--- src/design/sdb_pkg.sv ---
// ----------------------------------------------------------------------------
// sdb_pkg
// Types, widths and codes shared by the supply/demand balancer modules.
// ----------------------------------------------------------------------------
package sdb_pkg;

    // field widths
    localparam int CMD_W    = 2;
    localparam int VALUE_W  = 32;
    localparam int KIND_W   = 2;
    localparam int INDEX_W  = 4;
    localparam int AMOUNT_W = 20;
    localparam int STATUS_W = 2;

    // fixed point format of the loaded amounts
    localparam int FRAC_BITS = 16;

    // stored integer width
    localparam int STORE_W = 16;
    // counts and totals sized for the largest supported vector (31 entries)
    localparam int CNT_W = 5;
    localparam int VW    = STORE_W + CNT_W;
    localparam int ACC_W = VW + CNT_W;

    localparam logic [AMOUNT_W-1:0] AMOUNT_MAX = '1;

    // command codes
    localparam logic [CMD_W-1:0] CMD_LOAD_SRC = 2'd0;
    localparam logic [CMD_W-1:0] CMD_LOAD_DST = 2'd1;
    localparam logic [CMD_W-1:0] CMD_RUN      = 2'd2;

    // result kinds
    localparam logic [KIND_W-1:0] KIND_SRC   = 2'd0;
    localparam logic [KIND_W-1:0] KIND_DST   = 2'd1;
    localparam logic [KIND_W-1:0] KIND_TOTAL = 2'd2;

    // status codes
    localparam logic [STATUS_W-1:0] STATUS_OK      = 2'd0;
    localparam logic [STATUS_W-1:0] STATUS_DROPPED = 2'd1;
    localparam logic [STATUS_W-1:0] STATUS_EMPTY   = 2'd2;

    // input item
    typedef struct packed {
        logic [CMD_W-1:0]   cmd;
        logic [VALUE_W-1:0] value;
    } in_item_t;

    // result item
    typedef struct packed {
        logic [KIND_W-1:0]   kind;
        logic [INDEX_W-1:0]  index;
        logic [AMOUNT_W-1:0] amount;
        logic [STATUS_W-1:0] status;
        logic                last;
    } out_item_t;

    // store write controls
    typedef struct packed {
        logic               src_en;
        logic               dst_en;
        logic               clear;
        logic [STORE_W-1:0] data;
    } sdb_wr_t;

    // store status
    typedef struct packed {
        logic [CNT_W-1:0] src_count;
        logic [CNT_W-1:0] dst_count;
        logic [VW-1:0]    src_total;
        logic [VW-1:0]    dst_total;
        logic             dropped;
    } sdb_stat_t;

    // accumulator controls
    typedef struct packed {
        logic clr;
        logic en;
    } sdb_acc_ctl_t;

    // integer part of a fixed point amount, saturated to the store width
    function automatic logic [STORE_W-1:0] to_int(input logic [VALUE_W-1:0] v);
        logic [VALUE_W-1:0] ip;
        ip = v >> FRAC_BITS;
        return (|ip[VALUE_W-1:STORE_W]) ? '1 : ip[STORE_W-1:0];
    endfunction

    // saturate a wide value to the result amount width
    function automatic logic [AMOUNT_W-1:0] sat_amount(input logic [VW-1:0] v);
        return (|v[VW-1:AMOUNT_W]) ? AMOUNT_MAX : v[AMOUNT_W-1:0];
    endfunction

endpackage

--- src/design/sdb_store.sv ---
// ----------------------------------------------------------------------------
// sdb_store
// Source and destination vectors with their counts, totals and drop flag.
// ----------------------------------------------------------------------------
module sdb_store #(
    parameter int MAX_ENTRIES = 16
) (
    input  logic                    clk,
    input  logic                    rst_n,
    input  sdb_pkg::sdb_wr_t        wr,
    input  logic [sdb_pkg::CNT_W-1:0] rd_idx,
    output logic [sdb_pkg::STORE_W-1:0] src_rd,
    output logic [sdb_pkg::STORE_W-1:0] dst_rd,
    output sdb_pkg::sdb_stat_t      stat
);
    import sdb_pkg::*;

    localparam int IDX_W = (MAX_ENTRIES > 1) ? $clog2(MAX_ENTRIES) : 1;

    logic [STORE_W-1:0] src_mem [MAX_ENTRIES];
    logic [STORE_W-1:0] dst_mem [MAX_ENTRIES];

    logic [CNT_W-1:0] src_count_reg, src_count_next;
    logic [CNT_W-1:0] dst_count_reg, dst_count_next;
    logic [VW-1:0]    src_total_reg, src_total_next;
    logic [VW-1:0]    dst_total_reg, dst_total_next;
    logic             dropped_reg, dropped_next;
    logic [STORE_W-1:0] src_rd_reg;
    logic [STORE_W-1:0] dst_rd_reg;

    logic src_room, dst_room;

    assign src_room = src_count_reg < CNT_W'(MAX_ENTRIES);
    assign dst_room = dst_count_reg < CNT_W'(MAX_ENTRIES);

    // count, total and drop update
    always_comb
    begin
        src_count_next = src_count_reg;
        dst_count_next = dst_count_reg;
        src_total_next = src_total_reg;
        dst_total_next = dst_total_reg;
        dropped_next   = dropped_reg;
        if (wr.clear)
        begin
            src_count_next = '0;
            dst_count_next = '0;
            src_total_next = '0;
            dst_total_next = '0;
            dropped_next   = 1'b0;
        end
        else if (wr.src_en)
        begin
            if (src_room)
            begin
                src_count_next = src_count_reg + CNT_W'(1);
                src_total_next = src_total_reg + VW'(wr.data);
            end
            else
            begin
                dropped_next = 1'b1;
            end
        end
        else if (wr.dst_en)
        begin
            if (dst_room)
            begin
                dst_count_next = dst_count_reg + CNT_W'(1);
                dst_total_next = dst_total_reg + VW'(wr.data);
            end
            else
            begin
                dropped_next = 1'b1;
            end
        end
    end

    always_ff @(posedge clk or negedge rst_n)
    begin
        if (!rst_n)
        begin
            src_count_reg <= '0;
            dst_count_reg <= '0;
            src_total_reg <= '0;
            dst_total_reg <= '0;
            dropped_reg   <= 1'b0;
        end
        else
        begin
            src_count_reg <= src_count_next;
            dst_count_reg <= dst_count_next;
            src_total_reg <= src_total_next;
            dst_total_reg <= dst_total_next;
            dropped_reg   <= dropped_next;
        end
    end

    // vector writes at the fill position
    always_ff @(posedge clk)
    begin
        if (wr.src_en && !wr.clear && src_room)
        begin
            src_mem[src_count_reg[IDX_W-1:0]] <= wr.data;
        end
        if (wr.dst_en && !wr.clear && dst_room)
        begin
            dst_mem[dst_count_reg[IDX_W-1:0]] <= wr.data;
        end
    end

    // registered read, one position shared by both vectors
    always_ff @(posedge clk)
    begin
        src_rd_reg <= src_mem[rd_idx[IDX_W-1:0]];
        dst_rd_reg <= dst_mem[rd_idx[IDX_W-1:0]];
    end

    assign src_rd = src_rd_reg;
    assign dst_rd = dst_rd_reg;

    assign stat.src_count = src_count_reg;
    assign stat.dst_count = dst_count_reg;
    assign stat.src_total = src_total_reg;
    assign stat.dst_total = dst_total_reg;
    assign stat.dropped   = dropped_reg;

endmodule

--- src/design/sdb_level_unit.sv ---
// ----------------------------------------------------------------------------
// sdb_level_unit
// Shared subtract and accumulate unit: sums the shortfall of entries below a
// candidate level, one entry per cycle while enabled.
// ----------------------------------------------------------------------------
module sdb_level_unit (
    input  logic                     clk,
    input  logic                     rst_n,
    input  sdb_pkg::sdb_acc_ctl_t    ctl,
    input  logic [sdb_pkg::VW-1:0]   cand,
    input  logic [sdb_pkg::VW-1:0]   entry,
    output logic [sdb_pkg::ACC_W-1:0] acc
);
    import sdb_pkg::*;

    logic [ACC_W-1:0] acc_reg, acc_next;
    logic [VW-1:0]    gap;

    // shortfall of this entry below the candidate level
    assign gap = (cand > entry) ? (cand - entry) : '0;

    always_comb
    begin
        acc_next = acc_reg;
        if (ctl.clr)
        begin
            acc_next = '0;
        end
        else if (ctl.en)
        begin
            acc_next = acc_reg + ACC_W'(gap);
        end
    end

    always_ff @(posedge clk or negedge rst_n)
    begin
        if (!rst_n)
        begin
            acc_reg <= '0;
        end
        else
        begin
            acc_reg <= acc_next;
        end
    end

    assign acc = acc_reg;

endmodule

--- src/design/supply_demand_balancer.sv ---
// ----------------------------------------------------------------------------
// supply_demand_balancer
// Loads source and destination integer vectors, levels the destination to
// the source total and emits sources, adjusted destinations and the total.
// ----------------------------------------------------------------------------
//
//  channel   direction  handshake            payload
//  item      in         start && !busy       item   (cmd, value)
//  result    out        strobe, one cycle    result (kind, index, amount,
//                                                    status, last)
//
//  load items are accepted one per cycle; busy stays low
//  a run levels the destination by a search over 21 level bits, then emits
//  sources, destinations and the total; the shared level unit adds one
//  destination entry per cycle for each search bit
//  with an empty destination a run skips the search and the residual pass
//  reset clears counts, totals and the drop flag; results cannot be stalled
//
module supply_demand_balancer #(
    parameter int MAX_ENTRIES = 16
) (
    input  logic                clk,
    input  logic                rst_n,
    input  logic                start,
    output logic                busy,
    input  sdb_pkg::in_item_t   item,
    output logic                strobe,
    output sdb_pkg::out_item_t  result
);
    import sdb_pkg::*;

    localparam int BIT_W = $clog2(VW);

    localparam logic [2:0] ST_IDLE     = 3'd0;
    localparam logic [2:0] ST_SEARCH   = 3'd1;
    localparam logic [2:0] ST_RESID    = 3'd2;
    localparam logic [2:0] ST_EMIT_SRC = 3'd3;
    localparam logic [2:0] ST_EMIT_DST = 3'd4;
    localparam logic [2:0] ST_EMIT_TOT = 3'd5;

    logic [2:0]          state_reg, state_next;
    logic [CNT_W-1:0]    idx_reg, idx_next;
    logic [BIT_W-1:0]    bit_reg, bit_next;
    logic [VW-1:0]       t_reg, t_next;
    logic [VW-1:0]       d_reg, d_next;
    logic                inv_reg, inv_next;
    logic [CNT_W-1:0]    r_reg, r_next;
    logic [STATUS_W-1:0] status_reg, status_next;
    logic                strobe_reg, strobe_next;
    out_item_t           result_reg, result_next;

    sdb_wr_t             wr;
    sdb_stat_t           stat;
    sdb_acc_ctl_t        acc_ctl;
    logic [STORE_W-1:0]  src_rd, dst_rd;
    logic [ACC_W-1:0]    acc;
    logic [VW-1:0]       cand, dst_ext, entry, new_val, out_val;
    logic [ACC_W-1:0]    resid;
    logic                scan_live, scanning;

    // store reads are registered, so the read position is driven from idx_next
    sdb_store #(
        .MAX_ENTRIES(MAX_ENTRIES)
    ) u_store (
        .clk    (clk),
        .rst_n  (rst_n),
        .wr     (wr),
        .rd_idx (idx_next),
        .src_rd (src_rd),
        .dst_rd (dst_rd),
        .stat   (stat)
    );

    sdb_level_unit u_level (
        .clk   (clk),
        .rst_n (rst_n),
        .ctl   (acc_ctl),
        .cand  (cand),
        .entry (entry),
        .acc   (acc)
    );

    // lowering works on complemented entries, so both cases are a raise
    assign dst_ext   = VW'(dst_rd);
    assign entry     = inv_reg ? ~dst_ext : dst_ext;
    assign cand      = (state_reg == ST_SEARCH) ? (t_reg | (VW'(1) << bit_reg)) : t_reg;
    assign scan_live = idx_reg < stat.dst_count;
    assign scanning  = (state_reg == ST_SEARCH) || (state_reg == ST_RESID);
    assign resid     = ACC_W'(d_reg) - acc;

    // adjusted destination entry
    always_comb
    begin
        if (entry <= t_reg)
        begin
            new_val = t_reg + ((r_reg != '0) ? VW'(1) : VW'(0));
        end
        else
        begin
            new_val = entry;
        end
        out_val = inv_reg ? ~new_val : new_val;
    end

    // sequencer
    always_comb
    begin
        state_next  = state_reg;
        idx_next    = idx_reg;
        bit_next    = bit_reg;
        t_next      = t_reg;
        d_next      = d_reg;
        inv_next    = inv_reg;
        r_next      = r_reg;
        status_next = status_reg;
        strobe_next = 1'b0;
        result_next = result_reg;
        wr.src_en   = 1'b0;
        wr.dst_en   = 1'b0;
        wr.clear    = 1'b0;
        wr.data     = to_int(item.value);
        acc_ctl.en  = scanning && scan_live;
        acc_ctl.clr = scanning && !scan_live;

        unique case (state_reg)
            ST_IDLE:
            begin
                if (start)
                begin
                    unique case (item.cmd)
                        CMD_LOAD_SRC: wr.src_en = 1'b1;
                        CMD_LOAD_DST: wr.dst_en = 1'b1;
                        CMD_RUN:
                        begin
                            inv_next = stat.dst_total > stat.src_total;
                            d_next   = (stat.dst_total > stat.src_total)
                                     ? (stat.dst_total - stat.src_total)
                                     : (stat.src_total - stat.dst_total);
                            if (stat.dst_count == '0 && stat.src_total != '0)
                            begin
                                status_next = STATUS_EMPTY;
                            end
                            else if (stat.dropped)
                            begin
                                status_next = STATUS_DROPPED;
                            end
                            else
                            begin
                                status_next = STATUS_OK;
                            end
                            idx_next   = '0;
                            bit_next   = BIT_W'(VW - 1);
                            t_next     = '0;
                            state_next = (stat.dst_count == '0) ? ST_EMIT_SRC : ST_SEARCH;
                        end
                        default:
                        begin
                        end
                    endcase
                end
            end

            // one level bit per pass over the destination
            ST_SEARCH:
            begin
                if (scan_live)
                begin
                    idx_next = idx_reg + CNT_W'(1);
                end
                else
                begin
                    if (acc <= ACC_W'(d_reg))
                    begin
                        t_next = cand;
                    end
                    idx_next = '0;
                    if (bit_reg == '0)
                    begin
                        state_next = ST_RESID;
                    end
                    else
                    begin
                        bit_next = bit_reg - BIT_W'(1);
                    end
                end
            end

            // units left over after filling up to the final level
            ST_RESID:
            begin
                if (scan_live)
                begin
                    idx_next = idx_reg + CNT_W'(1);
                end
                else
                begin
                    r_next     = resid[CNT_W-1:0];
                    idx_next   = '0;
                    state_next = ST_EMIT_SRC;
                end
            end

            ST_EMIT_SRC:
            begin
                if (idx_reg < stat.src_count)
                begin
                    strobe_next        = 1'b1;
                    result_next.kind   = KIND_SRC;
                    result_next.index  = idx_reg[INDEX_W-1:0];
                    result_next.amount = AMOUNT_W'(src_rd);
                    result_next.status = status_reg;
                    result_next.last   = 1'b0;
                    idx_next           = idx_reg + CNT_W'(1);
                end
                else
                begin
                    idx_next   = '0;
                    state_next = (stat.dst_count != '0) ? ST_EMIT_DST : ST_EMIT_TOT;
                end
            end

            ST_EMIT_DST:
            begin
                if (scan_live)
                begin
                    strobe_next        = 1'b1;
                    result_next.kind   = KIND_DST;
                    result_next.index  = idx_reg[INDEX_W-1:0];
                    result_next.amount = sat_amount(out_val);
                    result_next.status = status_reg;
                    result_next.last   = 1'b0;
                    idx_next           = idx_reg + CNT_W'(1);
                    if (entry <= t_reg && r_reg != '0)
                    begin
                        r_next = r_reg - CNT_W'(1);
                    end
                end
                else
                begin
                    state_next = ST_EMIT_TOT;
                end
            end

            ST_EMIT_TOT:
            begin
                strobe_next        = 1'b1;
                result_next.kind   = KIND_TOTAL;
                result_next.index  = '0;
                result_next.amount = sat_amount(stat.src_total);
                result_next.status = status_reg;
                result_next.last   = 1'b1;
                wr.clear           = 1'b1;
                state_next         = ST_IDLE;
            end

            default:
            begin
                state_next = ST_IDLE;
            end
        endcase
    end

    // control registers
    always_ff @(posedge clk or negedge rst_n)
    begin
        if (!rst_n)
        begin
            state_reg  <= ST_IDLE;
            idx_reg    <= '0;
            bit_reg    <= '0;
            strobe_reg <= 1'b0;
        end
        else
        begin
            state_reg  <= state_next;
            idx_reg    <= idx_next;
            bit_reg    <= bit_next;
            strobe_reg <= strobe_next;
        end
    end

    // datapath registers
    always_ff @(posedge clk)
    begin
        t_reg      <= t_next;
        d_reg      <= d_next;
        inv_reg    <= inv_next;
        r_reg      <= r_next;
        status_reg <= status_next;
        result_reg <= result_next;
    end

    assign busy   = state_reg != ST_IDLE;
    assign strobe = strobe_reg;
    assign result = result_reg;

endmodule

--- config.mk ---
export PLATFORM = sky130hd
export DESIGN_NAME = supply_demand_balancer
export DESIGN_NICKNAME = d
export VERILOG_FILES = /design/src/design/sdb_pkg.sv /design/src/design/sdb_store.sv /design/src/design/sdb_level_unit.sv /design/src/design/supply_demand_balancer.sv
export SDC_FILE = /design/constraint.sdc
export NUM_CORES = 1
export LEC_CHECK = 0
export BUFFER_PORTS_ARGS = -buffer_cell sky130_fd_sc_hd__buf_2
export CAP_MARGIN = 5
export CORE_ASPECT_RATIO = 1.4
export CORE_MARGIN = 3
export CORE_UTILIZATION = 30
export DETAILED_ROUTE_END_ITERATION = 12
export PLACE_DENSITY_LB_ADDON = 0.3
export SYNTH_ARGS = -nofsm -noshare
export SYNTH_HDL_FRONTEND = slang
export SYNTH_HIERARCHICAL = 1
export SYNTH_SLANG_ARGS = --single-unit
--- constraint.sdc ---
create_clock -name clk -period 5.4 [get_ports clk]
set_input_delay 0.27 -clock clk [delete_from_list [all_inputs] [get_ports clk]]
set_output_delay 0.27 -clock clk [all_outputs]
set_load 0.02 [all_outputs]
-- Yosys cells after proc, flatten, opt, wreduce, memory -nomap -nowiden
Memory sizes are Yosys's and may differ from the RTL's. A register that Yosys moved wholly into a read port is not among the register bits.
Cells that the tools add are included.
- register bits after elaboration: 172
- bits in writable memories: 512
- input bits: 37
- output and inout port bits: 31
- logic and storage cells: 186
- memories kept: 2
- add/sub/neg operators: 13
- magnitude comparators: 8
- equal/unequal tests: 22
- shifts and indexed selects: 1
- mux-type cells: 76
- bitwise operators: 3
- reduce and logical (&&, ||, !) cells: 40
- memories (memory ; depth ; bits a word ; rd ports ; clocked after memory_dff ; wr ports ; RTL line ; RTL):
    u_store.dst_mem ; 16 ; 16 ; 1 ; 1 ; 1 ; sdb_store.sv:21 ; logic [STORE_W-1:0] dst_mem [MAX_ENTRIES];
    u_store.src_mem ; 16 ; 16 ; 1 ; 1 ; 1 ; sdb_store.sv:20 ; logic [STORE_W-1:0] src_mem [MAX_ENTRIES];
- operator list (cell ; number):
    21-bit 2-to-1 mux ; 17
    5-bit 2-to-1 mux ; 19
    29-bit one-hot mux with 3 select lines ; 1
    21-bit subtractor ; 3
    29-bit 2-to-1 mux ; 2
    26-bit 2-to-1 mux ; 2
    21-bit by 16-bit adder with 21-bit output ; 2
    21-bit greater-than comparator ; 2
    21-bit one-hot mux with 2 select lines ; 1
    20-bit 2-to-1 mux ; 2
    26-bit by 21-bit adder with 26-bit output ; 1
    26-bit by 21-bit <= comparator with 1-bit output ; 1
    21-bit by 1-bit adder with 21-bit output ; 1
    21-bit <= comparator ; 1
    3-bit 2-to-1 mux ; 7
    16-bit inverter with 21-bit output ; 1
    21-bit inverter ; 1
    21-bit bitwise OR ; 1
    21-bit nonzero test ; 1
    1-bit by 5-bit << shifter with 21-bit output (first input constant) ; 1
    2-bit != test (second input constant) ; 10
    5-bit one-hot mux with 2 select lines ; 2
    5-bit one-hot mux with 4 select lines ; 1
    1-bit 2-to-1 mux ; 17
    other kinds (32) ; 66

-- Longest topological paths before layout
Gate-level depths: netlist of run 1.
- word-level depth: 9
- depth in mapped cells: 29
- gate-level depth less buffers: 25

-- Hierarchy
Netlist of run 1, hierarchy kept.
- by module, submodules not included (module ; instances ; cells each ; area each (um^2) ; seq. area each (um^2)):
    sdb_store ; 1 ; 1213 ; 23705.2 ; 17341.6
    supply_demand_balancer ; 1 ; 1029 ; 8754.6 ; 2692.6
    sdb_level_unit ; 1 ; 432 ; 3359.5 ; 650.6

-- Least setup slack after synthesis of run 1
Ideal clock, no wire load.
- path type: reg2reg
- from: register inv_reg
- to: register u_level.acc_reg[18], in the netlist u_level/acc[18]
- arrival: 5.657 ns
- required time: 5.274 ns
- path slack: -0.383 ns
- cell stages (with the launch flop): 25
- path buffers: 5
- clock period less this slack: 5.783 ns
- cells stage by stage: edfxtp_1 clkbuf_1 clkbuf_1 buf_1 xor2_1 inv_1 ha_1 o2111ai_1 a211o_1 a21oi_1 o21ai_1 a21o_2 buf_6 buf_12 nor2_1 ha_1 inv_1 fa_1 nor2b_1 o211ai_1 a21boi_1 o21ai_1 a221o_1 o21a_1 a221o_1
- word-level cells in the longest chain between the ends: 6
- elaborated cells on any way between the ends: 7
- those cells by class: add/sub: 2; order compare: 1; mux: 4
- ends and longest elaborated chain (what ; RTL line ; RTL):
    start: declaration ; supply_demand_balancer.sv:46 ; logic inv_reg, inv_next;
    start signal: assignment ; supply_demand_balancer.sv:287 ; inv_reg <= inv_next;
    21-bit 2-to-1 mux * ; supply_demand_balancer.sv:85 ; assign entry = inv_reg ? ~dst_ext : dst_ext;
    net entry[4] ; supply_demand_balancer.sv:57 ; logic [VW-1:0] cand, dst_ext, entry, new_val, out_val;
    21-bit subtractor or 21-bit greater-than comparator (tied branches) ; sdb_level_unit.sv:20 ; assign gap = (cand > entry) ? (cand - entry) : '0;
    21-bit 2-to-1 mux * ; sdb_level_unit.sv:20 ;
    26-bit by 21-bit adder with 26-bit output * ; sdb_level_unit.sv:31 ; acc_next = acc_reg + ACC_W'(gap);
    26-bit 2-to-1 mux * ; sdb_level_unit.sv:29 ; else if (ctl.en)
    26-bit 2-to-1 mux * ; sdb_level_unit.sv:25 ; if (ctl.clr)
    end signal: assignment ; sdb_level_unit.sv:43 ; acc_reg <= acc_next;
    end: declaration ; sdb_level_unit.sv:16 ; logic [ACC_W-1:0] acc_reg, acc_next;
Mark *: on every way through the listed nets, which the timed path passes. The rest lies on a longest branch. The select of a mux whose other input is x is not followed.
A chain may end at the register's enable or synchronous reset.

-- Final worst setup path of run 1
- from: register bit_reg[0]
- to: register u_level.acc_reg[18], in the netlist u_level/acc[18]
- word-level cells in the longest chain between the ends: 8
- elaborated cells on any way between the ends: 9
- those cells by class: add/sub: 2; order compare: 1; shift: 1; mux: 4; bitwise: 1
- ends and longest elaborated chain (what ; RTL line ; RTL):
    start: declaration ; supply_demand_balancer.sv:43 ; logic [BIT_W-1:0] bit_reg, bit_next;
    start signal: assignment ; supply_demand_balancer.sv:277 ; bit_reg <= bit_next;
    1-bit by 5-bit << shifter with 21-bit output * ; supply_demand_balancer.sv:86 ; assign cand = (state_reg == ST_SEARCH) ? (t_reg | (VW'(1) << bit_reg)) : t_reg;
    21-bit bitwise OR * ; supply_demand_balancer.sv:86 ;
    21-bit 2-to-1 mux * ; supply_demand_balancer.sv:86 ;
    net cand[3] ; supply_demand_balancer.sv:57 ;
    21-bit subtractor or 21-bit greater-than comparator (tied branches) ; sdb_level_unit.sv:20 ;
    21-bit 2-to-1 mux * ; sdb_level_unit.sv:20 ;
    26-bit by 21-bit adder with 26-bit output * ; sdb_level_unit.sv:31 ;
    26-bit 2-to-1 mux * ; sdb_level_unit.sv:29 ;
    26-bit 2-to-1 mux * ; sdb_level_unit.sv:25 ;
Marks and branches as above.

==> out/results.tsv, run 1 <==
stage	metric	value	unit
status	outcome	complete, no violations	
critical_path	CP delay by family, top	compound AO/OA/AOI/OAI gates	
critical_path	most frequent CP cell	ha_1	
layout	fill count	11600	
job	Max Cap Viol	0	
critical_path	CP Capture Type	flop	
power_and_ir_drop	Max IR drop VDD	0.447	mV
critical_path	crit path kind	reg2reg	
hold_path	Hold/Removal Path Class	in2reg	
yosys	number of flops mapped to enable cells by yosys	590	
layout	P&R area growth vs syn	14.0	%
floorplanning	die height	415	um
yosys	Synth area leader	edfxtp_1	
timing	Slew Limit Fails	0	
hold_path	Hold Path Depth	1	
critical_path	Cell Chain, Critical Path	ha_1, nand3_1, nand2_1, ha_1, a21o_1, a21oi_1, a211o_1, a21oi_1, o21ai_1, a21o_4, nor2_1, ha_1, inv_1, fa_1, nor2b_1, o211ai_1, a21boi_1, o21ai_1, buf_4, a221o_1, o21a_1, a221o_1	
timing	post-route minimum period	5.04	ns
placed_design	Placer Congestion	0.822	
floorplanning	initial core utilization	0.303	
clocking	Worst-path clk slew	0.07	ns
yosys	Primary FF master, synth	edfxtp_1	
layout	commonest non-fill, non-tap cells in the layout	edfxtp_1 (590), nand2_1 (190), ha_1 (187), a21oi_1 (174), inv_1 (169)	
yosys	Mapped Nets	2906	
clocking	Max Buffers Root-to-Sink	3	
routing	Routed WL per cell	21.7	um
clocking	Clock Tree Root	clkbuf_16	
critical_path	sum of buffers and inverters on the critical path	2	
global_routing	first-pass GRT wire length	144000	um
floorplanning	# IOs	68	
clocking	CTS tree	yes	
power_and_ir_drop	PwrDens	609	mW/mm^2
clocking	TritonCTS buffer count	70	
routing	drt drc	0	
layout	Final Util	0.345	
critical_path	required time worst endpoint	5.92	ns
layout	Nets	3019	
routing	1st-pass router iterations	5	
clocking	Sink Count	715	
yosys	asr flop ratio synth	0.130	
routing	antenna viol nets, final	0	
floorplanning	die area	0.124	mm^2
yosys	Synth area leaders	edfxtp_1 (49%), mux4_2 (10%), ha_1 (6.6%), dfrtp_1 (6.5%), a21oi_1 (2.5%)	
timing	Fin. Hold Viols	0	
global_routing	GRT overflow	0	
critical_path	Max stage delay cell, worst path	dfrtp_2	
yosys	register area share after synthesis	0.577	
global_routing	largest net degree at the start of global routing	72	
routing	iteration-0 DRC count of the detailed router	1389	
floorplanning	row count	149	
layout	area occupied by multi-input gates	0.0142	mm^2
yosys	YS warnings	6	
timing	period utilisation layout	0.934	
critical_path	Startpoint Class	flop	
layout	commonest non-fill, non-tap cell in the layout	edfxtp_1	
yosys	Mapped Cells	2674	
clocking	setup bufs post-CTS	0	
critical_path	critical-path maximum fanout	10	
critical_path	FF-to-FF path depth	22	
timing	TNS Setup	0	ns
layout	share of layout cells above drive strength 1	0.169	
clocking	worst skew pair latency	0.64	ns
routing	Via Count	22100	
global_routing	antenna violations before repair	2	
layout	Register Area	0.0207	mm^2
critical_path	Critical Path Stages	22	
timing	final setup skew	0.0278	ns
placed_design	dpl cell area	0.0386	mm^2
critical_path	slowest cell delay on critical path	0.45	ns
global_routing	vias in the first global route	22400	
placed_design	HPWL Detailed	67400	um
global_routing	GRT Total Usage	0.154	
floorplanning	core area	0.118	mm^2
clocking	H-Tree Depth	3	
power_and_ir_drop	Static Leak	14.9	nW
layout	Final Cell Area	0.0408	mm^2
yosys	share of the synthesized area in the top cell type	0.495	
yosys	unique cell type count in the Yosys netlist	92	
yosys	register bit total from synthesis	715	
routing	Total Wirelength	96300	um
yosys	synthesized cell area	0.0358	mm^2
yosys	Mean Syn Cell Area	13.4	um^2
timing	Least-Margin Pin Slew	1.07	ns
critical_path	CP Data Arrival Time	5.56	ns
timing	Fmax	0.198	GHz
floorplanning	x dimension of the die	298	um
timing	max_slew headroom	0.284	
timing	Final setup viols	0	
placed_design	input/output buffers	51	
routing	DR vias/cell	4.99	
==> cells in the mapped netlist, types with 35 or more instances <==
master and instances:
nand2_1 191, ha_1 188, nor3_1 42, mux2i_1 35
edfxtp_1 590, nand3_1 56, a21o_1 71, a21oi_1 176
xnor2_1 82, o21ai_0 111, dfrtp_1 93, mux4_2 160
xor2_1 59, nor2_1 156, inv_1 170, clkbuf_1 69
==> metal layers <==
layer  part of all wire  up-vias  track usage
met1               0.40    11200        0.185
met2               0.51      455        0.275
li1                   -    10300            -
met5                  0        -            0
met4              0.048        0       0.0728
met3              0.033      142       0.0194
==> report_power, final <==
part           switching [mW]  internal (mW)  total [mW]
Clock                    2.13           2.65        4.78
Sequential              0.711           6.82        7.54
Combinational            7.05           5.49        12.5
Total                    9.89           15.0        24.9
==> layout make-up <==
type	instances	area share
timing repair buffer	155	0.0280
clock inverter	31	0.00727
antenna	2	0.000123
clock buffer	94	0.0467
tap	1585	0.0486
sequential	715	0.507
inverter	173	0.0159
multi-input combinational	1672	0.347
==> kinds of logic after synthesis <==
logic type | count (synthesis) | synth area share
fa+ha+maj | 195 | 0.0696
xor+xnor | 141 | 0.0345
flops | 715 | 0.577
buf+inv | 287 | 0.0326
mux | 197 | 0.111
compound gates | 516 | 0.0914
simple gates | 623 | 0.0835
==> through the flow <==
step / std cells / total power [mW] / hold slack [ns] / setup WS [ns]
6_report: 4427 / 24.9 / 0.0641 / 0.356
3_3_place_gp: 4299 / 20.3 / 0.410 / 0.239
5_1_grt: 4425 / 26.5 / 0.0276 / -0.0153
3_5_place_dp: 4299 / 20.3 / 0.413 / 0.250
2_1_floorplan: 2674 / 16.5 / -0.0256 / 0.109
4_1_cts: 4425 / 25.1 / 0.0276 / 0.212
==> final timing paths <==
path | start | endpoint | slack [ns]
worst min-delay path | item[22] | u_store/src_mem[0][6]$_DFFE_PP_ | 0.06
max in group asynchronous | rst_n | bit_reg[0]$_DFFE_PN0P_ | 3.99
worst max-delay path | bit_reg[0]$_DFFE_PN0P_ | u_level/acc[18]$_DFFE_PN0P_ | 0.36
worst max register to register | bit_reg[0]$_DFFE_PN0P_ | u_level/acc[18]$_DFFE_PN0P_ | 0.36
min in group asynchronous | rst_n | u_store/dst_total_reg[18]$_DFFE_PN0P_ | 0.29
worst min register to register | status_reg[1]$_SDFFCE_PP1P_ | result[2]$_DFFE_PP_ | 0.43
==> repair_timing <==
action,CTS,global route
hold endpoints to repair,55,0
hold buffers,1,0
endpoints found under the setup margin,0,8
gates resized for setup,0,6
Note: power is estimated with default switching activity, not from simulation.
==> run 2, diff against run 1 <==
- PLACE_DENSITY: unset -> 0.49
- PLACE_DENSITY_LB_ADDON: 0.3 -> unset
==> run 2 against run 1 <==
Net effect:
- count of clock-buffer cells in the layout rose by 2
- final cell count rose by 0.45%
- sequential share of layout area fell by 0.54 points
- cell area rose by 1.1%
- flip-flop and latch count did not move
- via count rose by 0.97%
- maximum frequency fell by 1.3%
- global-route usage rose by 0.88 points
- non-clock buffer count rose by 11
- power rose by 3.1%
- critical path type unchanged
- largest cell class unchanged
==> out/results.tsv, run 2 (same netlist as run 1, synthesis figures left out) <==
stage	metric	value	unit
floorplanning	# IOs	68	
routing	antenna viol nets, final	0	
routing	Routed WL per cell	22.8	um
global_routing	largest net degree at the start of global routing	106	
clocking	H-Tree Depth	3	
power_and_ir_drop	Max IR drop VDD	0.277	mV
timing	Slew Limit Fails	0	
timing	Least-Margin Pin Slew	1.20	ns
clocking	Worst-path clk slew	0.06	ns
timing	final setup skew	0.0343	ns
power_and_ir_drop	Static Leak	15.2	nW
timing	Fmax	0.196	GHz
timing	PnR worst setup slack	0.290	ns
global_routing	GRT Total Usage	0.163	
hold_path	Hold/Removal Path Class	in2reg	
clocking	CTS tree	yes	
placed_design	HPWL Detailed	70600	um
critical_path	Max stage delay cell, worst path	or4_4	
critical_path	CP Data Arrival Time	5.67	ns
layout	commonest non-fill, non-tap cells in the layout	edfxtp_1 (590), nand2_1 (190), ha_1 (187), a21oi_1 (173), inv_1 (169)	
placed_design	input/output buffers	51	
global_routing	first-pass GRT wire length	152000	um
critical_path	Cell Chain, Critical Path	and3b_1, and2_1, nand2_1, nand2_1, ha_1, nand4_1, or3_4, or4_4, o21ai_2, a21o_2, buf_4, buf_4, nor2_1, ha_1, and2_1, a21oi_1, a21boi_1, o21ai_2, a221oi_1, buf_4, or3_1, a21oi_1	
clocking	Clock Tree Root	clkbuf_16	
critical_path	crit path kind	reg2reg	
timing	period utilisation layout	0.946	
floorplanning	row count	149	
clocking	Sink Count	715	
critical_path	CP Capture Type	flop	
layout	commonest non-fill, non-tap cell in the layout	edfxtp_1	
global_routing	GRT overflow	0	
critical_path	most frequent CP cell	buf_4	
clocking	Max Buffers Root-to-Sink	3	
layout	share of layout cells above drive strength 1	0.177	
job	Max Cap Viol	0	
timing	TNS Setup	0	ns
floorplanning	die area	0.124	mm^2
layout	fill count	11400	
critical_path	slowest cell delay on critical path	0.53	ns
routing	1st-pass router iterations	7	
critical_path	required time worst endpoint	5.96	ns
routing	Total Wirelength	102000	um
timing	Fin. Hold Viols	0	
layout	P&R area growth vs syn	15.2	%
placed_design	Placer Congestion	0.885	
routing	Via Count	22300	
critical_path	critical-path maximum fanout	10	
clocking	TritonCTS buffer count	73	
clocking	worst skew pair latency	0.67	ns
timing	Final setup viols	0	
critical_path	Startpoint Class	flop	
routing	drt drc	0	
status	outcome	complete, no violations	
layout	Nets	3033	
floorplanning	die height	415	um
placed_design	pre-CTS setup slack	0.134	ns
floorplanning	core area	0.118	mm^2
power_and_ir_drop	PwrDens	621	mW/mm^2
timing	max_slew headroom	0.197	
routing	iteration-0 DRC count of the detailed router	1381	
floorplanning	x dimension of the die	298	um
power_and_ir_drop	total power	25.6	mW
timing	post-route minimum period	5.11	ns
routing	DR vias/cell	5.01	
global_routing	antenna violations before repair	4	
timing	RSZ-0062 raised after global routing	no	
global_routing	vias in the first global route	23200	
floorplanning	initial core utilization	0.303	
run 2: cell types whose count changed in the layout (fill, tap and decap cells not counted), sizes merged:
cell,change
bufinv,+6
clkinv,+1
diode,-1
clkbuf,+2
clkinvlp,+3
buf,+11
inv,-2
run 2: layout make-up:
class	count	area [um^2]	share of cell area
Clock inverter	39	591	0.0143
Tap cell	1585	1980	0.0481
Multi-Input combinational cell	1672	14100	0.342
Antenna cell	1	2.50	0.0000607
Sequential cell	715	20700	0.501
Inverter	173	649	0.0157
Clock buffer	96	2000	0.0484
Timing Repair Buffer	166	1220	0.0297
run 2: worst paths after layout:
| path | start | end | slack [ns] | cells past startpoint |
|---|---|---|---|---|
| setup reg to reg | bit_reg[2]$_DFFE_PN0P_ | u_level/acc[25]$_DFFE_PN0P_ | 0.29 | 22 |
| setup / recovery | bit_reg[2]$_DFFE_PN0P_ | u_level/acc[25]$_DFFE_PN0P_ | 0.29 | 22 |
| hold reg to reg | status_reg[0]$_SDFFCE_PP0P_ | result[1]$_DFFE_PP_ | 0.44 | 0 |
| min in group asynchronous | rst_n | u_store/dst_total_reg[13]$_DFFE_PN0P_ | 0.21 | 2 |
| max in group asynchronous | rst_n | u_level/acc[23]$_DFFE_PN0P_ | 4.00 | 3 |
| hold / removal | item[21] | u_store/src_mem[12][5]$_DFFE_PP_ | 0.11 | 1 |
run 2: power by group:
| group | leakage (nW) | internal (mW) | total, mW | switching (mW) |
|---|---|---|---|---|
| clock network | 1.23 | 3.10 | 5.38 | 2.28 |
| logic | 7.07 | 5.56 | 12.7 | 7.13 |
| registers | 6.85 | 6.83 | 7.56 | 0.737 |
run 2: worst max-delay path: cells and delay by family (launching register included):
kind / cells / cell delay, ns
AO/OA/AOI/OAI: 7 / 0.99
adder cells (fa/ha/maj): 2 / 0.67
buffers and inverters: 3 / 0.50
flip-flops: 1 / 0.47
AND/OR/NAND/NOR: 10 / 2.36
run 2: layer usage:
layer / track usage / part of all wire / up-vias
li1: - / - / 10300
met1: 0.187 / 0.39 / 11400
met2: 0.304 / 0.53 / 479
met3: 0.0225 / 0.036 / 143
met4: 0.0663 / 0.041 / 2
met5: 0 / 0.00012 / -
run 2: through the flow:
step / hold slack (ns) / std cells / cell area (um^2) / util
floorplan: -0.0256 / 2674 / 35800 / -
global placement: 0.367 / 4310 / 38600 / 0.327
detailed placement: 0.384 / 4310 / 38600 / 0.327
CTS: 0.0835 / 4446 / 41200 / 0.349
global route: 0.0955 / 4447 / 41300 / 0.349
finish: 0.106 / 4447 / 41300 / 0.349
run 2: what timing repair did:
action | CTS | global route
setup endpoints to repair | 0 | 12
hold buffers | 1 | 0
resized for setup | 0 | 7
hold endpoints to repair | 52 | 0
buffers inserted | 0 | 0
